==> config.mk <==
export PLATFORM = sky130hd
export DESIGN_NAME = tar_stream_deframer
export DESIGN_NICKNAME = d
export VERILOG_FILES = /design/src/sv/tsd_pkg.sv /design/src/sv/tar_stream_deframer.sv
export SDC_FILE = /design/constraint.sdc
export NUM_CORES = 1
export LEC_CHECK = 0
export ABC_AREA = 1
export BUFFER_PORTS_ARGS = -buffer_cell sky130_fd_sc_hd__buf_2
export CORE_ASPECT_RATIO = 1.5
export CORE_UTILIZATION = 40
export CTS_BUF_LIST = sky130_fd_sc_hd__clkbuf_4 sky130_fd_sc_hd__clkbuf_8
export DETAILED_ROUTE_END_ITERATION = 16
export GPL_TIMING_DRIVEN = 1
export PLACE_DENSITY_LB_ADDON = 0.1
export SLEW_MARGIN = 20
export SYNTH_ARGS = -nofsm -noshare
export SYNTH_HDL_FRONTEND = slang
export SYNTH_SLANG_ARGS = --single-unit
==> constraint.sdc <==
create_clock -name i_clk -period 11.8 [get_ports i_clk]
set_clock_uncertainty 0.15 [all_clocks]
set_input_delay 0 -clock i_clk [delete_from_list [all_inputs] [get_ports i_clk]]
set_output_delay 0 -clock i_clk [all_outputs]
set_load 0.01 [all_outputs]
==> src/sv/tsd_pkg.sv <==
// tsd_pkg: shared constants and types for the tar stream deframer.
// No dependencies; imported by the deframer and its port checker.
`default_nettype none

package tsd_pkg;

    // Archive block geometry (ustar layout)
    localparam int BLOCK_BYTES = 512;
    localparam int OFF_W       = $clog2(BLOCK_BYTES);
    localparam int NAME_BYTES  = 100;
    localparam int SIZE_OFFSET = 124;
    localparam int SIZE_DIGITS = 12;
    localparam int SIZE_W      = 36;
    localparam int BYTE_W      = 8;

    // Output tdata: byte value, then file size, padded to whole bytes
    localparam int TDATA_BITS  = BYTE_W + SIZE_W;
    localparam int TDATA_W     = ((TDATA_BITS + 7) / 8) * 8;

    localparam logic [BYTE_W-1:0] CHAR_ZERO  = 8'h30;
    localparam logic [BYTE_W-1:0] CHAR_SEVEN = 8'h37;

    // Result kinds, carried on tuser
    typedef enum logic [1:0] {
        KIND_NAME     = 2'd0,
        KIND_HDR_DONE = 2'd1,
        KIND_DATA     = 2'd2,
        KIND_EOA      = 2'd3
    } t_kind;

endpackage

`default_nettype wire

==> src/sv/tar_stream_deframer.sv <==
// tar_stream_deframer: splits a tar byte stream into name bytes, header reports,
// file data bytes and an end-of-archive mark. Depends on tsd_pkg.
`default_nettype none

// Usage
//   Slave stream (s_*): one archive byte per item in s_tdata, 512-byte blocks.
//   Master stream (m_*): one result item per byte that produces one:
//     tuser = kind (name byte, header done, data byte, end of archive),
//     tdata = {pad, file_size[35:0], byte_value[7:0]}, tlast = last data byte.
//   Name bytes come out up to the first NUL (max 100). At the last header byte
//   a header-done item reports the octal size decoded from offsets 124..135,
//   or an end-of-archive item if the whole block was zero. Then exactly size
//   data bytes follow, the last with tlast; padding bytes give no item.
//   After end of archive every byte is taken and dropped until reset.
// Timing
//   Throughput: one byte per clock while the receiver keeps up. All decode
//   runs in the cycle a byte is taken; the result is registered into the
//   output register for the next cycle. s_tready is high when the output
//   register is empty or is being drained this cycle, so a stalled receiver
//   holds the result and backs up the input after one item.
// Reset
//   i_rst_n low (synchronous) returns to header phase at block offset 0 and
//   empties the output register.

module tar_stream_deframer
    import tsd_pkg::*;
(
    input  wire logic               i_clk,
    input  wire logic               i_rst_n,
    // input stream
    input  wire logic               s_tvalid,
    output      logic               s_tready,
    input  wire logic [BYTE_W-1:0]  s_tdata,   // [7:0] in_byte
    // result stream
    output      logic               m_tvalid,
    input  wire logic               m_tready,
    output      logic [TDATA_W-1:0] m_tdata,   // [7:0] byte_value, [43:8] file_size, rest 0
    output      logic [1:0]         m_tuser,   // [1:0] kind
    output      logic               m_tlast    // last_of_file
);

    typedef enum logic [1:0] {
        PH_HEADER = 2'd0,
        PH_DATA   = 2'd1,
        PH_PAD    = 2'd2,
        PH_DONE   = 2'd3
    } t_phase;

    localparam logic [OFF_W-1:0] OFF_LAST   = OFF_W'(BLOCK_BYTES - 1);
    localparam logic [OFF_W-1:0] OFF_NAME   = OFF_W'(NAME_BYTES);
    localparam logic [OFF_W-1:0] OFF_SIZE_LO = OFF_W'(SIZE_OFFSET);
    localparam logic [OFF_W-1:0] OFF_SIZE_HI = OFF_W'(SIZE_OFFSET + SIZE_DIGITS);

    // control state
    t_phase              r_phase,   n_phase;
    logic [OFF_W-1:0]    r_offset,  n_offset;
    logic [SIZE_W-1:0]   r_size,    n_size;
    logic                r_size_end, n_size_end;
    logic                r_name_end, n_name_end;
    logic                r_all_zero, n_all_zero;
    logic [SIZE_W-1:0]   r_left,    n_left;

    // output register
    logic                r_out_valid, n_out_valid;
    t_kind               r_kind,    n_kind;
    logic [BYTE_W-1:0]   r_byte,    n_byte;
    logic [SIZE_W-1:0]   r_fsize,   n_fsize;
    logic                r_last,    n_last;

    logic                accept;
    logic                block_end;
    logic                in_size_field;
    logic                is_octal;
    logic                emit;

    assign s_tready  = !r_out_valid || m_tready;
    assign accept    = s_tvalid && s_tready;
    assign block_end = (r_offset == OFF_LAST);
    assign in_size_field = (r_offset >= OFF_SIZE_LO) && (r_offset < OFF_SIZE_HI);
    assign is_octal  = (s_tdata >= CHAR_ZERO) && (s_tdata <= CHAR_SEVEN);

    always_comb begin
        n_phase    = r_phase;
        n_offset   = r_offset;
        n_size     = r_size;
        n_size_end = r_size_end;
        n_name_end = r_name_end;
        n_all_zero = r_all_zero;
        n_left     = r_left;
        emit       = 1'b0;
        n_kind     = r_kind;
        n_byte     = r_byte;
        n_fsize    = r_fsize;
        n_last     = r_last;

        if (accept && r_phase != PH_DONE) begin
            n_offset = block_end ? '0 : r_offset + OFF_W'(1);
            case (r_phase)
                PH_HEADER: begin
                    if (s_tdata != '0) n_all_zero = 1'b0;
                    if (r_offset < OFF_NAME && !r_name_end) begin
                        if (s_tdata == '0) begin
                            n_name_end = 1'b1;
                        end else begin
                            emit    = 1'b1;
                            n_kind  = KIND_NAME;
                            n_byte  = s_tdata;
                            n_fsize = '0;
                            n_last  = 1'b0;
                        end
                    end
                    if (in_size_field && !r_size_end) begin
                        if (s_tdata == '0) begin
                            n_size_end = 1'b1;
                        end else if (is_octal) begin
                            // shift in one octal digit, modulo 2^36
                            n_size = {r_size[SIZE_W-4:0], s_tdata[2:0]};
                        end
                    end
                    if (block_end) begin
                        emit   = 1'b1;
                        n_byte = '0;
                        n_last = 1'b0;
                        if (n_all_zero) begin
                            n_kind  = KIND_EOA;
                            n_fsize = '0;
                            n_phase = PH_DONE;
                        end else begin
                            n_kind  = KIND_HDR_DONE;
                            n_fsize = r_size;
                            n_left  = r_size;
                            n_phase = (r_size != '0) ? PH_DATA : PH_HEADER;
                        end
                        n_size     = '0;
                        n_size_end = 1'b0;
                        n_name_end = 1'b0;
                        n_all_zero = 1'b1;
                    end
                end
                PH_DATA: begin
                    n_left  = r_left - SIZE_W'(1);
                    emit    = 1'b1;
                    n_kind  = KIND_DATA;
                    n_byte  = s_tdata;
                    n_fsize = '0;
                    n_last  = (r_left == SIZE_W'(1));
                    if (r_left == SIZE_W'(1)) begin
                        n_phase = block_end ? PH_HEADER : PH_PAD;
                    end
                end
                PH_PAD: begin
                    if (block_end) n_phase = PH_HEADER;
                end
                default: begin
                    n_phase = r_phase;
                end
            endcase
        end

        if (accept) begin
            n_out_valid = emit;
        end else if (m_tready) begin
            n_out_valid = 1'b0;
        end else begin
            n_out_valid = r_out_valid;
        end
    end

    always_ff @(posedge i_clk) begin
        if (!i_rst_n) begin
            r_phase     <= PH_HEADER;
            r_offset    <= '0;
            r_size      <= '0;
            r_size_end  <= 1'b0;
            r_name_end  <= 1'b0;
            r_all_zero  <= 1'b1;
            r_left      <= '0;
            r_out_valid <= 1'b0;
        end else begin
            r_phase     <= n_phase;
            r_offset    <= n_offset;
            r_size      <= n_size;
            r_size_end  <= n_size_end;
            r_name_end  <= n_name_end;
            r_all_zero  <= n_all_zero;
            r_left      <= n_left;
            r_out_valid <= n_out_valid;
        end
        // payload needs no reset
        if (accept && emit) begin
            r_kind  <= n_kind;
            r_byte  <= n_byte;
            r_fsize <= n_fsize;
            r_last  <= n_last;
        end
    end

    assign m_tvalid = r_out_valid;
    assign m_tuser  = r_kind;
    assign m_tlast  = r_last;
    assign m_tdata  = TDATA_W'({r_fsize, r_byte});

endmodule

`default_nettype wire

# Word-level counts from Yosys, hierarchy flattened
# Index checks and enable logic that the tools add are counted.
[totals] ff_bits=134 out_inout_bits=53 elab_cells=109
[classes] n_addsub=2 n_lt_le_gt_ge=5 eq_ne=12 mux=49 reduce_logical=29
[op_table] op="$mux 36" n=10
[op_table] op="$pmux 36 s2" n=2
[op_table] op="$eq 36x1->1 const B" n=1
[op_table] op="$reduce_bool 36->1" n=1
[op_table] op="$sub 36x1->36 const B" n=1
[op_table] op="$mux 8" n=3
[op_table] op="$mux 1" n=19
[op_table] op="$mux 2" n=9
[op_table] op="$pmux 8 s2" n=1
[op_table] op="$reduce_and 5->1" n=3
[op_table] op="$ne 2x2->1 const B" n=6
[op_table] op="$reduce_and 4->1" n=3
[op_table] op="$reduce_bool 2->1" n=6
[op_table] op="$add 9x1->9 const B" n=1
[op_table] op="$eq 9x9->1 const B" n=1
[op_table] op="$ge 9x7->1 const B" n=1
[op_table] op="$lt 9x7->1 const B" n=1
[op_table] op="$lt 9x8->1 const B" n=1
[op_table] op="$mux 9" n=1
[op_table] op="$ge 8x6->1 const B" n=1
[op_table] op="$le 8x6->1 const B" n=1
[op_table] op="$logic_not 8->1" n=1
[op_table] op="$reduce_bool 8->1" n=1
[op_table] op="$logic_and 1x1->1" n=7
[op_table] op="11 further kinds" n=15

# Logic depth before layout (Yosys ltp)
[depth] ltp_word=8 ltp_mapped=13

# Worst setup path before layout
# No wires, ideal clock.
[synth_path] path_kind="register to register" start="register r_offset[0]" end="register r_last (netlist: m_tlast) (enable)" setup_ns=0.452 arrival_ns=3.441 required_ns=11.198 setup_slack_ns=7.757 path_stages_with_launch=13 path_buffers=2 cell_sequence="dfxtp_1 ha_1 nand2_1 nor2_1 ha_1 buf_4 inv_2 buf_6 nand2_1 nand3_1 nand2_1 nand2_1 nor2_1"
[synth_between] elab_chain_cells=8 word_cells_on_any_way=11 classes_between="order compare (1); eq/ne (3); mux (4); reduce/logical (3)"
[synth_lines] item="start, declared" line="tar_stream_deframer.sv:56" source="logic [OFF_W-1:0] r_offset, n_offset;"
[synth_lines] item="start signal, assigned" line="tar_stream_deframer.sv:181" source="r_offset <= n_offset;"
[synth_lines] item="$lt 9x7->1" line="tar_stream_deframer.sv:101" source="if (r_offset < OFF_NAME && !r_name_end) begin"
[synth_lines] item="$logic_and 1x1->1" line="tar_stream_deframer.sv:101"
[synth_lines] item="$mux 1" line="tar_stream_deframer.sv:101"
[synth_lines] item="$mux 1" line="tar_stream_deframer.sv:120" source="if (block_end) begin"
[synth_lines] item="$pmux 1 s2" line="tar_stream_deframer.sv:98" source="case (r_phase)"
[synth_lines] item="$mux 1" line="tar_stream_deframer.sv:96" source="if (accept && r_phase != PH_DONE) begin"
[synth_lines] item="$logic_and 1x1->1" line="tar_stream_deframer.sv:190" source="if (accept && emit) begin"
[synth_lines] item="$reduce_and 5->1 (no source line) (*)"
[synth_lines] item="end signal, assigned" line="tar_stream_deframer.sv:194" source="r_last <= n_last;"
[synth_lines] item="end, declared" line="tar_stream_deframer.sv:68" source="logic r_last, n_last;"
# Mark *: on every way between the ends. The rest lies on a longest branch, timed or not.
# A chain may end at the register's enable or synchronous reset.

# Worst setup path in the final report
[layout_path] start="register r_offset[2]" end="register r_fsize[5] (enable)"
[layout_between] elab_chain_cells=8 word_cells_on_any_way=11 classes_between="order compare (1); eq/ne (3); mux (4); reduce/logical (3)"
[layout_lines] item="$lt 9x7->1" line="tar_stream_deframer.sv:101"
[layout_lines] item="$logic_and 1x1->1" line="tar_stream_deframer.sv:101"
[layout_lines] item="$mux 1" line="tar_stream_deframer.sv:101"
[layout_lines] item="$mux 1" line="tar_stream_deframer.sv:120"
[layout_lines] item="$pmux 1 s2" line="tar_stream_deframer.sv:98"
[layout_lines] item="$mux 1" line="tar_stream_deframer.sv:96"
[layout_lines] item="$logic_and 1x1->1" line="tar_stream_deframer.sv:190"
[layout_lines] item="$reduce_and 5->1 (no source line) (*)"
[layout_lines] item="end signal, assigned" line="tar_stream_deframer.sv:193" source="r_fsize <= n_fsize;"
[layout_lines] item="end, declared" line="tar_stream_deframer.sv:67" source="logic [SIZE_W-1:0] r_fsize, n_fsize;"
# Marked as above.

==> out/qor.yml <==
finish:
  mostFrequentLayoutCell: "nor2_1"
  drive_gt1_share_pct: 13.2
  final_cell_mix: "182 x nor2_1, 157 x nand2_1, 100 x a21oi_1"
  areaGrowthSynthToFinish_pct: 11.4
  num_antenna_cells: 0
  nets: 994
  finish.instance_area_sq_um: 7640
logic_synthesis:
  syn_inst: 918
  synth_edf_count: 47
  ys_seq_elements: 134
  syn_area_sq_um: 6860
  yosysTopAreaCell: "dfxtp_1"
  synth_area_per_cell_sq_um: 7.47
  async_flop_share_pct: 0
  synth_seq_area_share_pct: 46.0
  synthTopCellsByArea: "dfxtp_1 25%, edfxtp_1 21%, nor2_1 10%, nand2_1 8.6%, a21oi_1 7.3%"
  synthFlopType: "dfxtp_1"
  synth.distinct_cells: 40
  synth_warnings: 0
  synth_top_area_share_pct: 25.4
power_and_ir_drop:
  peakVddDrop_v: 0.0000661
  cellPowerDensity_nw_per_um2: 117
  leakagePower_nw: 3.28
die:
  start_util_pct: 40.9
  row_count: 58
  core_area_sq_um: 16800
  io_pins: 65
  die_h_um: 162
  dieArea_sq_um: 17700
  die_w_um: 109
detailed_routing:
  drcViolationCount: 0
  dr_total_vias: 6010
  dr_wl_met2_um: 10000
  avgRoutedWirePerCell_um: 15.5
  antenna_left: 0
  drt-pass1-iter-count: 4
  met1_length_um: 7290
  met3_length_um: 475
  top_layer_used: "met4"
  vias_per_cell: 5.03
  totalWireLength_um: 18500
  drt_iter0_markers: 318
timing:
  finalCritPeriodShare_pct: 28.5
  slew_headroom_pct: 30.2
  setup-violations-final: 0
  final_max_slew_viol_count: 0
  worstMarginPinSlew_ns: 1.05
  whs_ns: 0.227
  final_hold_viol_count: 0
  finalSetupTns_ns: 0
  rsz0062_at_grt: "false"
  max_freq_mhz: 297
  period_minus_slack_ns: 3.37
setup_path:
  startpoint: "r_offset[2]$_SDFFE_PN0P_"
  worstPathRequired_ns: 11.77
  crit_path_end: "r_fsize[5]$_SDFFCE_PP0P_"
  cp_max_fo: 38
  cp_slowest_cell: "buf_4"
  critPathKind: "reg2reg"
  ff2ff_setup_slack_ns: 8.43
  endpoint_kind: "flip-flop"
  slowest_delay_ns: 0.47
  start_kind: "flip-flop"
  cp_data_arrival_time_ns: 3.33
  cpMostUsedCell: "nand2_1"
  r2r-start: "r_offset[2]$_SDFFE_PN0P_"
  r2r_cells: 13
  r2r-end: "r_fsize[5]$_SDFFCE_PP0P_"
  path_cells: "inv_2, nor2_1, nand2_1, nor2_1, ha_1, buf_4, inv_2, nand2_1, nand3_1, nand2_1, nand2_1, nor2_4, buf_4"
clock_network:
  cts_buffer_depth: 2
  insertion_delay_ns: 0.46
  clk_pin_slew_ns: 0.09
  root_buffer: "clkbuf_8"
  cts_resized: 0
  clock_sinks: 134
  numCtsBuffers: 17
  cts_tree: "built"
  h-tree-depth: 4
  cts_setup_buffers: 0
global_route:
  grt_pass1_vias: 5763
  antenna_found_initial: 0
  grt_pass1_wl_um: 29700
  grt_max_degree: 73
  overflow: 0
  grt_usage_pct: 22.4
job:
  cap_violations: 0
placed_design:
  placed_cell_area_sq_um: 7190
  io_buffers: 60
  place_congestion: 0.893
  dp_hpwl_um: 13000
hold_path:
  hold_depth: 4
  min_path_type: "in2reg"
outcome:
  outcome: "complete, no violations"
## cells by family after synthesis
logic type	Yosys count	synth area share [%]
compound gates	194	14.8
xor+xnor	6	0.766
fa+ha+maj	9	1.64
buf+inv	144	9.76
flops	134	46.0
other cells	1	0.0547
simple gates	430	27.0
## metrics by stage
stage	total power, mW	cells	util (%)	setup WS (ns)
global placement	0.559	1153	42.9	8.48
global route	0.924	1196	45.6	8.17
detailed placement	0.559	1153	42.9	8.40
CTS	0.903	1196	45.6	8.42
finish	0.892	1196	45.6	8.43
floorplan	0.539	921	-	7.76
## state kept, by name (all words and copies together) (netlist names)
register,flops
r_fsize,36
r_left,36
r_size,36
r_offset,9
r_byte,8
m_tuser,2
r_phase,2
m_tlast,1
m_tvalid,1
r_all_zero,1
r_name_end,1
r_size_end,1
## metal layers
| metal | global-route usage (%) | up-vias |
|---|---|---|
| met5 | 0 | - |
| met4 | 11.1 | 0 |
| met3 | 3.72 | 32 |
| met2 | 41.5 | 100 |
| met1 | 23.8 | 2783 |
| li1 | - | 3095 |
## Yosys cell counts, drive strengths merged (7+ instances only)
cell,n
ha,9
dfxtp,87
inv,101
nor2,195
o21ai,76
o22ai,7
buf,27
edfxtp,47
nand3,47
a21oi,100
nand4,11
nand2,165
clkbuf,15
## worst max-delay path: cells and delay by family (launching register included)
family	cells	cell delay, ns
and+or+nand+nor	8	1.17
buffers and inverters	4	1.13
DFF	1	0.39
adders and majority gates	1	0.16
## power breakdown
group	switching, mW	internal [mW]
Combinational	0.0347	0.0185
Sequential	0.00426	0.492
Clock	0.196	0.145
## timing repair
item                                    in CTS  in global routing
endpoints found under the hold margin       50                  0
endpoints found under the setup margin       0                  0
hold buffers                                11                  0
## how the worst min path moves through the flow
stage / start / endpoint / slack, ns
finish: s_tdata[6] / r_byte[6]$_DFFE_PP_ / 0.23
global route: s_tdata[6] / r_byte[6]$_DFFE_PP_ / 0.25
CTS: s_tdata[6] / r_byte[6]$_DFFE_PP_ / 0.21
detailed placement: s_tdata[6] / r_byte[6]$_DFFE_PP_ / 0.17
global placement: s_tdata[6] / r_byte[6]$_DFFE_PP_ / 0.16
floorplan: m_tready / s_tready / -0.02
## layout make-up
class	instances	area (sq um)
tap	210	263
sequential	134	3150
clock buffer	17	234
timing repair buffer	75	440
multi-input combinational	643	3060
clock inverter	15	106
fill	1722	9120
inverter	102	388
Power figures use the tool's default switching activity.
